### config.mk
export PLATFORM = sky130hd
export DESIGN_NAME = utf8_stream_sanitizer
export DESIGN_NICKNAME = d
export VERILOG_FILES = /design/src/sv/usf_pkg.sv /design/src/sv/utf8_stream_sanitizer.sv /design/src/sv/usf_classify.sv /design/src/sv/usf_emit.sv
export SDC_FILE = /design/constraint.sdc
export NUM_CORES = 1
export LEC_CHECK = 0
export BUFFER_PORTS_ARGS = -buffer_cell sky130_fd_sc_hd__buf_2
export CAP_MARGIN = 25
export CELL_PAD_IN_SITES_DETAIL_PLACEMENT = 2
export CELL_PAD_IN_SITES_GLOBAL_PLACEMENT = 2
export CORE_MARGIN = 4
export CORE_UTILIZATION = 45
export CTS_BUF_LIST = sky130_fd_sc_hd__clkbuf_8 sky130_fd_sc_hd__clkbuf_16
export DETAILED_ROUTE_END_ITERATION = 10
export PLACE_DENSITY = 0.94
export SKIP_LAST_GASP = 1
export SYNTH_ARGS = -nofsm -noshare
export SYNTH_HDL_FRONTEND = slang
export SYNTH_HIERARCHICAL = 1
export SYNTH_SLANG_ARGS = --single-unit
### constraint.sdc
create_clock -name clock -period 7.2 [get_ports clock]
set_input_delay 0.36 -clock clock [delete_from_list [all_inputs] [get_ports clock]]
set_output_delay 0.36 -clock clock [all_outputs]
set_load 0.1 [all_outputs]
### src/sv/usf_pkg.sv
// Package for the UTF-8 stream sanitiser: byte constants, the shared
// classification result and the control structs between the sequencer and
// the output stage. No dependencies.
package usf_pkg;

   localparam logic [7:0] CHR_TAB        = 8'd9;
   localparam logic [7:0] CHR_LF         = 8'd10;
   localparam logic [7:0] CHR_CR         = 8'd13;
   localparam logic [7:0] CHR_SPACE      = 8'd32;
   localparam logic [7:0] CHR_DEL        = 8'd127;
   localparam logic [7:0] CHR_EURO_IN    = 8'd128;
   localparam logic [7:0] CHR_NEL        = 8'd133;
   localparam logic [7:0] CHR_NBSP       = 8'd160;
   localparam logic [7:0] CHR_LEAD_MIN   = 8'd192;
   localparam logic [7:0] CHR_LEAD2      = 8'd194;
   localparam logic [7:0] CHR_LEAD3      = 8'd224;
   localparam logic [7:0] CHR_LEAD4      = 8'd240;
   localparam logic [7:0] CHR_LEAD_END   = 8'd245;
   localparam logic [7:0] CHR_CONT_MIN   = 8'd128;
   localparam logic [7:0] CHR_CONT_MAX   = 8'd191;
   localparam logic [7:0] EURO_B0        = 8'd226;
   localparam logic [7:0] EURO_B1        = 8'd130;
   localparam logic [7:0] EURO_B2        = 8'd172;
   localparam logic [7:0] PFX_C2         = 8'd194;
   localparam logic [7:0] PFX_C3         = 8'd195;
   localparam logic [7:0] LATIN1_OFFSET  = 8'd64;

   // window of pending bytes plus the new one, entry 0 is the oldest
   typedef logic [3:0][7:0] usf_window_type;

   typedef struct packed {
      logic           stall;   // incomplete lead, hold for more bytes
      logic [2:0]     count;   // bytes to emit, 0..4
      logic [2:0]     adv;     // bytes consumed from the window, 1..4
      usf_window_type data;    // bytes to emit, entry 0 first
   } usf_cls_type;

   typedef struct packed {
      logic       push;
      logic       flush;
      logic [7:0] data;
   } usf_emit_cmd_type;

   typedef struct packed {
      logic push_ok;
      logic flush_ok;
      logic held;
   } usf_emit_sts_type;

   typedef enum logic [1:0] {
      ST_IDLE,
      ST_SCAN,
      ST_EMIT,
      ST_FINISH
   } usf_state_type;

endpackage

### src/sv/utf8_stream_sanitizer.sv
// UTF-8 stream sanitiser, top level: window registers, sequencer, shared
// classification unit and output stage. Uses usf_pkg, usf_classify, usf_emit.
//
// Each request carries one raw byte and an end-of-string flag; the block
// answers with zero or more cleaned UTF-8 bytes, the final one of a request
// flagged by rsp_out_last. A request that produces nothing gives no
// response. Up to three bytes of an unfinished multi-byte sequence are held
// between requests; the end flag flushes them. The sequencer runs one
// classification per character and pushes one byte per cycle into the
// output stage while it can take them; a byte waits while rsp_ready is
// low and both the holding and the response register are full.
// req_ready is high only between requests.
module utf8_stream_sanitizer (
   input  logic       clock,
   input  logic       reset,
   input  logic       req_valid,
   output logic       req_ready,
   input  logic [7:0] req_in_byte,
   input  logic       req_in_end,
   output logic       rsp_valid,
   input  logic       rsp_ready,
   output logic [7:0] rsp_out_byte,
   output logic       rsp_out_last
);

   usf_pkg::usf_state_type    state_ff, state_in;
   usf_pkg::usf_window_type   win_ff, win_in;
   logic [2:0]                cnt_ff, cnt_in;
   logic                      end_ff, end_in;
   logic [2:0]                idx_ff, idx_in;
   usf_pkg::usf_cls_type      cls_ff, cls_in;
   usf_pkg::usf_cls_type      cls;
   usf_pkg::usf_emit_cmd_type cmd;
   usf_pkg::usf_emit_sts_type sts;
   logic [2:0]                src;

   usf_classify u_classify (
      .win         (win_ff),
      .cnt         (cnt_ff),
      .last_in_str (end_ff),
      .cls         (cls)
   );

   usf_emit u_emit (
      .clock        (clock),
      .reset        (reset),
      .cmd          (cmd),
      .sts          (sts),
      .rsp_valid    (rsp_valid),
      .rsp_ready    (rsp_ready),
      .rsp_out_byte (rsp_out_byte),
      .rsp_out_last (rsp_out_last)
   );

   always_comb begin
      state_in  = state_ff;
      win_in    = win_ff;
      cnt_in    = cnt_ff;
      end_in    = end_ff;
      idx_in    = idx_ff;
      cls_in    = cls_ff;
      cmd       = '0;
      req_ready = 1'b0;
      src       = '0;

      case (state_ff)
         usf_pkg::ST_IDLE: begin
            req_ready = 1'b1;
            if (req_valid) begin
               win_in[cnt_ff[1:0]] = req_in_byte;
               cnt_in   = cnt_ff + 3'd1;
               end_in   = req_in_end;
               state_in = usf_pkg::ST_SCAN;
            end
         end
         usf_pkg::ST_SCAN: begin
            if (cnt_ff == 3'd0 || cls.stall) begin
               state_in = usf_pkg::ST_FINISH;
            end else begin
               cls_in = cls;
               // advance the window past the consumed bytes
               for (int i = 0; i < 4; i++) begin
                  src = 3'(i) + cls.adv;
                  if (src < 3'd4) begin
                     win_in[i] = win_ff[src[1:0]];
                  end
               end
               cnt_in   = cnt_ff - cls.adv;
               idx_in   = '0;
               state_in = usf_pkg::ST_EMIT;
            end
         end
         usf_pkg::ST_EMIT: begin
            if (idx_ff == cls_ff.count) begin
               state_in = usf_pkg::ST_SCAN;
            end else begin
               cmd.push = 1'b1;
               cmd.data = cls_ff.data[idx_ff[1:0]];
               if (sts.push_ok) begin
                  idx_in = idx_ff + 3'd1;
                  if (idx_in == cls_ff.count) begin
                     state_in = usf_pkg::ST_SCAN;
                  end
               end
            end
         end
         usf_pkg::ST_FINISH: begin
            cmd.flush = 1'b1;
            if (sts.flush_ok) begin
               state_in = usf_pkg::ST_IDLE;
            end
         end
         default: begin
            state_in = usf_pkg::ST_IDLE;
         end
      endcase
   end

   always_ff @(posedge clock) begin
      if (reset) begin
         state_ff <= usf_pkg::ST_IDLE;
         cnt_ff   <= '0;
      end else begin
         state_ff <= state_in;
         cnt_ff   <= cnt_in;
      end
      win_ff <= win_in;
      end_ff <= end_in;
      idx_ff <= idx_in;
      cls_ff <= cls_in;
   end

   a_idle_pending: assert property (@(posedge clock) disable iff (reset)
      state_ff == usf_pkg::ST_IDLE |-> cnt_ff <= 3'd3)
      else $error("more than three bytes pending between requests");

   a_idle_drained: assert property (@(posedge clock) disable iff (reset)
      state_ff == usf_pkg::ST_IDLE |-> !sts.held)
      else $error("held byte left behind at end of request");

   a_accept_scan: assert property (@(posedge clock) disable iff (reset)
      req_valid && req_ready |=> state_ff == usf_pkg::ST_SCAN && cnt_ff != 3'd0)
      else $error("accepted request did not start a scan");

   a_emit_index: assert property (@(posedge clock) disable iff (reset)
      state_ff == usf_pkg::ST_EMIT |-> idx_ff <= cls_ff.count)
      else $error("emit index ran past the byte count");

   a_end_flush: assert property (@(posedge clock) disable iff (reset)
      state_ff == usf_pkg::ST_FINISH && end_ff |-> cnt_ff == 3'd0)
      else $error("bytes still pending after end of string");

endmodule

### src/sv/usf_classify.sv
// Classification unit: decides the treatment of the oldest byte in the
// window and how many bytes it consumes. Uses usf_pkg.
module usf_classify (
   input  usf_pkg::usf_window_type win,
   input  logic [2:0]              cnt,
   input  logic                    last_in_str,
   output usf_pkg::usf_cls_type    cls
);

   logic [7:0] c;
   logic [2:0] avail;
   logic [2:0] need;
   logic       bad;
   logic       fallback;

   always_comb begin
      c        = win[0];
      avail    = cnt - 3'd1;
      need     = 3'd1;
      bad      = 1'b0;
      fallback = 1'b0;
      cls      = '0;
      cls.adv  = 3'd1;
      cls.data[0] = c;

      if (c < usf_pkg::CHR_SPACE) begin
         if (c inside {usf_pkg::CHR_TAB, usf_pkg::CHR_LF, usf_pkg::CHR_CR}) begin
            cls.count = 3'd1;
         end
      end else if (c < usf_pkg::CHR_DEL) begin
         cls.count = 3'd1;
      end else if (c < usf_pkg::CHR_NBSP) begin
         if (c == usf_pkg::CHR_EURO_IN) begin
            cls.data[0] = usf_pkg::EURO_B0;
            cls.data[1] = usf_pkg::EURO_B1;
            cls.data[2] = usf_pkg::EURO_B2;
            cls.count   = 3'd3;
         end else if (c == usf_pkg::CHR_NEL) begin
            cls.data[0] = usf_pkg::CHR_LF;
            cls.data[1] = usf_pkg::CHR_CR;
            cls.count   = 3'd2;
         end
      end else if (c < usf_pkg::CHR_LEAD_MIN) begin
         cls.data[0] = usf_pkg::PFX_C2;
         cls.data[1] = c;
         cls.count   = 3'd2;
      end else if (c >= usf_pkg::CHR_LEAD2 && c < usf_pkg::CHR_LEAD_END) begin
         if (c < usf_pkg::CHR_LEAD3) begin
            need = 3'd1;
         end else if (c < usf_pkg::CHR_LEAD4) begin
            need = 3'd2;
         end else begin
            need = 3'd3;
         end
         // a bad continuation condemns the lead at once
         for (int k = 1; k < 4; k++) begin
            if (3'(k) <= avail && 3'(k) <= need &&
                !(win[k] inside {[usf_pkg::CHR_CONT_MIN:usf_pkg::CHR_CONT_MAX]})) begin
               bad = 1'b1;
            end
         end
         if (!bad && avail >= need) begin
            cls.adv = need + 3'd1;
            if (!(c == usf_pkg::CHR_LEAD2 && win[1] < usf_pkg::CHR_NBSP)) begin
               cls.data  = win;
               cls.count = need + 3'd1;
            end
         end else if (!bad && !last_in_str) begin
            cls.stall = 1'b1;
         end else begin
            fallback = 1'b1;
         end
      end else begin
         fallback = 1'b1;
      end

      if (fallback) begin
         cls.data[0] = usf_pkg::PFX_C3;
         cls.data[1] = c - usf_pkg::LATIN1_OFFSET;
         cls.count   = 3'd2;
         cls.adv     = 3'd1;
      end
   end

endmodule

### src/sv/usf_emit.sv
// Output stage: one holding register that delays each byte until the next
// is known, so the final byte of a request can be flagged, then the
// response register. Uses usf_pkg.
module usf_emit (
   input  logic                         clock,
   input  logic                         reset,
   input  usf_pkg::usf_emit_cmd_type    cmd,
   output usf_pkg::usf_emit_sts_type    sts,
   output logic                         rsp_valid,
   input  logic                         rsp_ready,
   output logic [7:0]                   rsp_out_byte,
   output logic                         rsp_out_last
);

   logic       held_valid_ff, held_valid_in;
   logic [7:0] held_byte_ff, held_byte_in;
   logic       rsp_valid_ff, rsp_valid_in;
   logic [7:0] rsp_byte_ff, rsp_byte_in;
   logic       rsp_last_ff, rsp_last_in;
   logic       out_free;

   always_comb begin
      out_free      = !rsp_valid_ff || rsp_ready;
      held_valid_in = held_valid_ff;
      held_byte_in  = held_byte_ff;
      rsp_valid_in  = rsp_valid_ff && !rsp_ready;
      rsp_byte_in   = rsp_byte_ff;
      rsp_last_in   = rsp_last_ff;

      sts.push_ok  = !held_valid_ff || out_free;
      sts.flush_ok = !held_valid_ff || out_free;
      sts.held     = held_valid_ff;

      if (cmd.push && sts.push_ok) begin
         if (held_valid_ff) begin
            rsp_valid_in = 1'b1;
            rsp_byte_in  = held_byte_ff;
            rsp_last_in  = 1'b0;
         end
         held_valid_in = 1'b1;
         held_byte_in  = cmd.data;
      end else if (cmd.flush && held_valid_ff && out_free) begin
         rsp_valid_in  = 1'b1;
         rsp_byte_in   = held_byte_ff;
         rsp_last_in   = 1'b1;
         held_valid_in = 1'b0;
      end
   end

   always_ff @(posedge clock) begin
      if (reset) begin
         held_valid_ff <= 1'b0;
         rsp_valid_ff  <= 1'b0;
      end else begin
         held_valid_ff <= held_valid_in;
         rsp_valid_ff  <= rsp_valid_in;
      end
      held_byte_ff <= held_byte_in;
      rsp_byte_ff  <= rsp_byte_in;
      rsp_last_ff  <= rsp_last_in;
   end

   assign rsp_valid    = rsp_valid_ff;
   assign rsp_out_byte = rsp_byte_ff;
   assign rsp_out_last = rsp_last_ff;

endmodule

## Word level (Yosys, flattened, before mapping)

Cells that the tools add are included.

- Add/subtract/negate cells: 9
- Bitwise gates (word level): 4
- Eq/ne operators: 23
- Muxes and demuxes: 99
- Divide/modulo/power cells: 0
- Shift operators: 0
- Magnitude comparators: 33
- Reductions and logical operators: 48
- $mul: 0

Operators by type and width:

| kind | count |
|---|---|
| $mux W8 | 14 |
| $mux W32 | 3 |
| $bmux W8 S2 | 5 |
| $mux W35 | 2 |
| $pmux W32 S2 | 1 |
| $mux W3 | 18 |
| $lt A8 B8 Y1 const B | 6 |
| $mux W16 | 3 |
| $mux W39 | 1 |
| $mux W38 | 1 |
| $mux W1 | 36 |
| $bwmux W32 | 1 |
| $ge A8 B8 Y1 const B | 4 |
| $eq A8 B4 Y1 const B | 3 |
| $eq A8 B8 Y1 const B | 3 |
| $le A8 B8 Y1 const B | 3 |
| $mux W24 | 1 |
| $reduce_and A4 Y1 | 6 |
| $mux W19 | 1 |
| $logic_and A1 B1 Y1 | 18 |
| $lt A2 B3 Y1 const B | 6 |
| $ne A2 B2 Y1 const B | 9 |
| $demux W8 S2 | 1 |
| $le A2 B3 Y1 const A | 4 |
| 33 further kinds | 66 |

- ROM bits: 0
- Bits in latches: 0
- Memories: 0
- Output and inout port bits: 11
- Word-level logic and storage cells: 234
- Bits of input ports: 13
- RAM bits: 0
- Bits in registers: 95

## Longest topological paths before layout

Gate-level depths: netlist of the first run.

- Depth in word-level cells: 35
- Depth in mapped cells: 19
- Gate-level depth less buffers: 16

## Modules after synthesis

The synthesis of the first run kept the hierarchy.

Modules (own cells, without submodules):

| module | instances | cells an instance | area an instance (um^2) |
|---|---|---|---|
| utf8_stream_sanitizer | 1 | 346 | 3942.5 |
| usf_classify | 1 | 148 | 1004.7 |
| usf_emit | 1 | 31 | 636.9 |

## Least setup slack after synthesis of the first run

Ideal clock, no wire load.

- Path kind: reg2reg
- Start: register win_ff[6] (netlist name)
- End: register idx_ff[0], enable pin
- Data arrival time: 4600 ps
- Buffers on the path: 1
- Stages on the path, launching flop included: 12
- Required time: 6892 ps
- Slack: 2292 ps
- Library setup time: 308 ps
- Period minus slack after synthesis: 4908 ps
- Cells stage by stage: edfxtp_1 > ha_1 > clkbuf_1 > nand2_1 > or2_2 > ha_1 > nand2b_1 > a211oi_1 > nand4_1 > nor3_1 > nor3_1 > a21o_1

RTL lines:

| what | line | RTL |
|---|---|---|
| start, declared | utf8_stream_sanitizer.sv:27 | `usf_pkg::usf_window_type win_ff, win_in;` |
| start signal, assigned | utf8_stream_sanitizer.sv:127 | `win_ff <= win_in;` |
| end signal, assigned | utf8_stream_sanitizer.sv:129 | `idx_ff <= idx_in;` |
| end, declared | utf8_stream_sanitizer.sv:30 | `logic [2:0] idx_ff, idx_in;` |

==> impl_metrics.ini, run 1 <==
[power_and_ir_drop]
vdd_drop_max_uv = 135.0
clkPwrFrac_pct = 18.5
combinationalPowerShare_pct = 41.0
netSwitchingFraction_pct = 42.94
p_per_area_nw_per_um2 = 407.2
p_leak_nw = 2.252
internal_power_mw = 1.418
p_switching_mw = 1.067
seq_power_share_pct = 40.5

[cts]
cts_buffer_depth = 2
path_clk_slew_ns = 0.07
cts-root-buf = clkbuf_16
cts_resized = 0
hold_buffers = 0
cts_setup_buffers = 0
cts.sinks = 95
cts_buffers = 9
cts_tree = built
cts_max_level = 3
clk_latency_ns = 0.36

[detailed_routing]
drt_iter0_markers = 328
wl_met2_microns = 8330
drt-wirelength-per-cell_microns = 23.53
routed.top_layer = met4
dr.pass1.iters = 4
finalWirelength_microns = 16610
ant_nets = 0
via_per_inst = 5.980
drc = 0
wl_met1_microns = 7414
wl_met3_microns = 520
dr_total_vias = 4222

[synthesis]
netlist_instances = 524
synth_warnings = 6
synth_fp_nets = 550
synth_area_sq_um = 5577
avgSynthCellArea_sq_um = 10.64

[timing]
fin_setup_tns_ns = 0
finalCritPeriodShare_pct = 75.19
fin_crit_ns = 5.414
drv_slew = 0
relSlewSlack_pct = 34.28
tightest_slew_ns = 0.9859
fmax_ghz = 0.1847
hold_viol = 0
rsz0062_at_grt = no
fin_ws_ns = 1.786
fin_skew_ns = 0.008166
setup_viol = 0

[job]
drv_cap = 0

[place]
dp_hpwl_microns = 11690
post-place-ws_ns = 1.693
placed_cells = 689
routabilityCongestion = 0.9200
port_buffers = 23

[die]
die_h_microns = 119.3
ioPinCount = 24
initial_utilization_pct = 46.23
coreArea_sq_um = 12060
die_area_sq_um = 14240
die_width_microns = 119.3
rows = 40

[critical_path]
worstSetupEndpointType = flip-flop
crit_fanout = 32
criticalPathCategory = flip-flop to flip-flop
cp.required_ns = 7.29
start_kind = flip-flop
worstPathArrival_ns = 5.50

[global_route]
antenna_found_initial = 0
grt_usage_pct = 23.87
grt_overflow_total = 0
grt_max_degree = 40
grt_pass1_wl_microns = 26340
grt_pass1_vias = 4560

[finish]
drive_gt1_share_pct = 15.06
diodes = 0
layout.nets = 559
final_cells = 706
areaGrowthSynthToFinish_pct = 9.468
final_util_pct = 50.61

[min_path]
hold_class = input port to flip-flop

[status]
outcome = finished, final reports clean
[worst max-delay path: stages, from the launching register on]
cell and delay (ns):
edfxtp_1 0.53, ha_1 0.67, nand2_1 0.25, or2_2 0.37, ha_1 0.28, nand2b_1 0.14
a211oi_1 0.67, nor4_2 0.16, and3_1 0.24, buf_4 0.21, inv_2 0.29, ha_1 0.84
nand2_1 0.21, o21ai_1 0.14, o21ai_0 0.10
[path summary, 6_finish.rpt]
check,slack [ns],cells past startpoint,to,from
setup / recovery,1.79,14,win_ff[9]$_DFFE_PP_,win_ff[6]$_DFFE_PP_
setup reg to reg,1.79,14,win_ff[9]$_DFFE_PP_,win_ff[6]$_DFFE_PP_
hold / removal,0.18,1,end_ff$_DFFE_PP_,req_in_end
hold reg to reg,0.42,0,u_emit/rsp_out_byte[0]$_DFFE_PP_,u_emit/held_byte_ff[0]$_DFFE_PP_
[layer usage]
layer,global-route usage [%],vias to the layer above
met5,0,-
met4,7.802,0
met3,2.802,27
met2,41.61,104
met1,30.91,2155
li1,-,1936
[layout by cell type (no fill, tap or decap), types with 12 or more instances in the layout]
master	instances
inv_1	15
a21oi_1	39
and2_1	25
edfxtp_1	88
o21ai_0	22
mux2i_1	17
nor2_1	50
o21ai_1	29
buf_2	23
ha_1	12
nand2_1	49
[power groups by stage]
stage,Clock (mW),Combinational (mW),Sequential [mW]
3_5_place_dp,0,0.996,1.01
2_1_floorplan,0,0.763,0.920
6_report,0.461,1.02,1.01
5_1_grt,0.491,1.12,1.03
3_3_place_gp,0,0.928,0.986
4_1_cts,0.469,1.01,0.999
[through the flow]
step / hold WS, ns / instance area, sq um / total power [mW]
after global placement: 0.4015 / 5813 / 1.914
final: 0.1802 / 6105 / 2.486
after global routing: 0.1839 / 6105 / 2.637
after CTS: 0.1747 / 6085 / 2.482
after detailed placement: 0.4107 / 5813 / 2.005
after floorplan: 0.4003 / 5577 / 1.683
[flip-flops by register name, indices dropped and copies added (netlist names)]
register and count:
u_emit/rsp_out_byte 8, u_emit/held_valid_ff 1, cls_ff 35, u_emit/held_byte_ff 8, state_ff 2, u_emit/rsp_valid 1, win_ff 32, idx_ff 3
end_ff 1, u_emit/rsp_out_last 1, cnt_ff 3
[final cells by class]
cell class | count | area, sq um
fill | 1203 | 5957
sequential | 95 | 2783
multi-input combinational | 381 | 2600
clock buffer | 9 | 225.2
tap | 168 | 210.2
timing repair buffer | 30 | 180.2
inverter | 16 | 60.06
clock inverter | 7 | 46.29
(Power assumes the default switching activity.)
==> inputs of run 2 (changes only) <==
ABC_AREA = 1   (was unset)
CORE_UTILIZATION = 35   (was 45)
PLACE_DENSITY = 0.85   (was 0.94)
clock period = 4.9 ns   (was 7.2 ns; I/O delays follow)
==> run 2 against run 1 <==
Cell count increased by 37%. Sequential power is 59% higher. Sequential cell count did not move. Combinational power up 110%. Largest power group unchanged. Highest routed layer unchanged.
==> impl_metrics.ini, run 2 <==
[status]
outcome = finished, final reports clean

[finish]
most-common-layout-cells = nand2_1 (188), edfxtp_1 (88), nor2_1 (83)
layout.nets = 771
seqCellArea_sq_um = 2783
fillers = 1947
drive_gt1_share_pct = 13.24
largest_registers = cls_ff: 35 flops, win_ff: 32 flops
diodes = 0
regMostFlops = cls_ff
multi_input_area_sq_um = 2695
final_common_cell = nand2_1
largest_register_ffs = 35
areaGrowthSynthToFinish_pct = 8.470

[die]
rows = 47
die_width_microns = 139.4
initial_utilization_pct = 36.05
ioPinCount = 24
coreArea_sq_um = 16760
die_h_microns = 139.4
die_area_sq_um = 19430

[global_route]
grt_pass1_vias = 5769
grt_pass1_wl_microns = 32950
grt_max_degree = 34
grt_overflow_total = 0
antenna_found_initial = 0
grt_usage_pct = 21.49

[detailed_routing]
finalWirelength_microns = 20450
dr_total_vias = 5231
drt_iter0_markers = 375
via_per_inst = 5.404
drt-wirelength-per-cell_microns = 21.13
drc = 0
ant_nets = 0
dr.pass1.iters = 4

[synthesis]
synth_fp_nets = 759
synth_area_sq_um = 6042
avgSynthCellArea_sq_um = 8.243
netlist_instances = 733
synth_warnings = 6

[power_and_ir_drop]
vdd_drop_max_uv = 226.0
p_per_area_nw_per_um2 = 675.1
power.total_mw = 4.424
p_leak_nw = 2.718

[cts]
cts_setup_buffers = 0
cts-root-buf = clkbuf_16
cts_max_level = 3
cts_tree = built
cts_buffers = 9
cts.sinks = 95
hold_buffers = 0
cts_buffer_depth = 2
path_clk_slew_ns = 0.07
clk_latency_ns = 0.35

[place]
routabilityCongestion = 0.8532
post-place-ws_ns = 0.5022
port_buffers = 23
dp_hpwl_microns = 15670

[timing]
tightest_slew_ns = 0.8216
fin_ws_ns = 0.5086
fmax_ghz = 0.2277
hold_viol = 0
setup_viol = 0
rsz0062_at_grt = no
fin_skew_ns = 0.005534
drv_slew = 0
whs_ns = 0.06916
finalCritPeriodShare_pct = 89.62
fin_crit_ns = 4.391
relSlewSlack_pct = 45.22
fin_setup_tns_ns = 0

[critical_path]
crit_fanout = 17
start_kind = flip-flop
worstPathArrival_ns = 4.57
cp.required_ns = 5.08
criticalPathCategory = flip-flop to flip-flop
worstSetupEndpointType = flip-flop

[job]
drv_cap = 0

[min_path]
hold_class = input port to flip-flop
run 2: worst paths after layout:
kind / start / end / cells past startpoint / slack (ns)
worst max-delay path: win_ff[6]$_DFFE_PP_ / win_ff[24]$_DFFE_PP_ / 17 / 0.51
worst min-delay path: req_in_end / end_ff$_DFFE_PP_ / 1 / 0.07
worst max register to register: win_ff[6]$_DFFE_PP_ / win_ff[24]$_DFFE_PP_ / 17 / 0.51
worst min register to register: u_emit/held_byte_ff[1]$_DFFE_PP_ / u_emit/rsp_out_byte[1]$_DFFE_PP_ / 0 / 0.43
run 2: critical path, stage by stage, from the launching register on:
cell and delay [ns]:
edfxtp_1 0.52, ha_1 0.45, nand2_2 0.15, nor2_1 0.19, inv_1 0.08, ha_1 0.27
inv_1 0.04, a21boi_0 0.20, nor2_2 0.09, nor2_4 0.17, nand2_2 0.18, inv_2 0.16
nand3_1 0.16, inv_1 0.29, ha_2 0.44, inv_1 0.48, nor2_1 0.12, o22ai_1 0.20
run 2: power breakdown:
group,internal (mW),switching (mW)
Combinational,0.589,1.57
Clock,0.340,0.321
Sequential,1.29,0.317
run 2: stage by stage:
stage	area (sq um)	std cells	utilization [%]
final	6554	968	39.10
after global routing	6554	968	39.10
after CTS	6551	968	39.09
after detailed placement	6290	954	37.53
after global placement	6262	953	37.36
after floorplan	6042	733	-
run 2: cell type report:
class	instances	share of cell area, %
clock inverters	5	0.5536
multi-input cells	517	41.12
repair buffers	29	2.749
clock buffers	9	3.436
flip-flops and latches	95	42.46
well taps	220	4.200
inverters	93	5.479
run 2: what timing repair did:
item | in CTS | in global routing
gates resized for setup | 0 | 1
endpoints found under the hold margin | 0 | 0
endpoints found under the setup margin | 0 | 1
run 2: metal layers:
metal	vias up	track usage [%]	share of wire, %
li1	2481	-	-
met5	-	0	0
met3	20	1.990	2.8
met4	0	6.334	1.7
met1	2650	27.44	44
met2	80	38.63	52
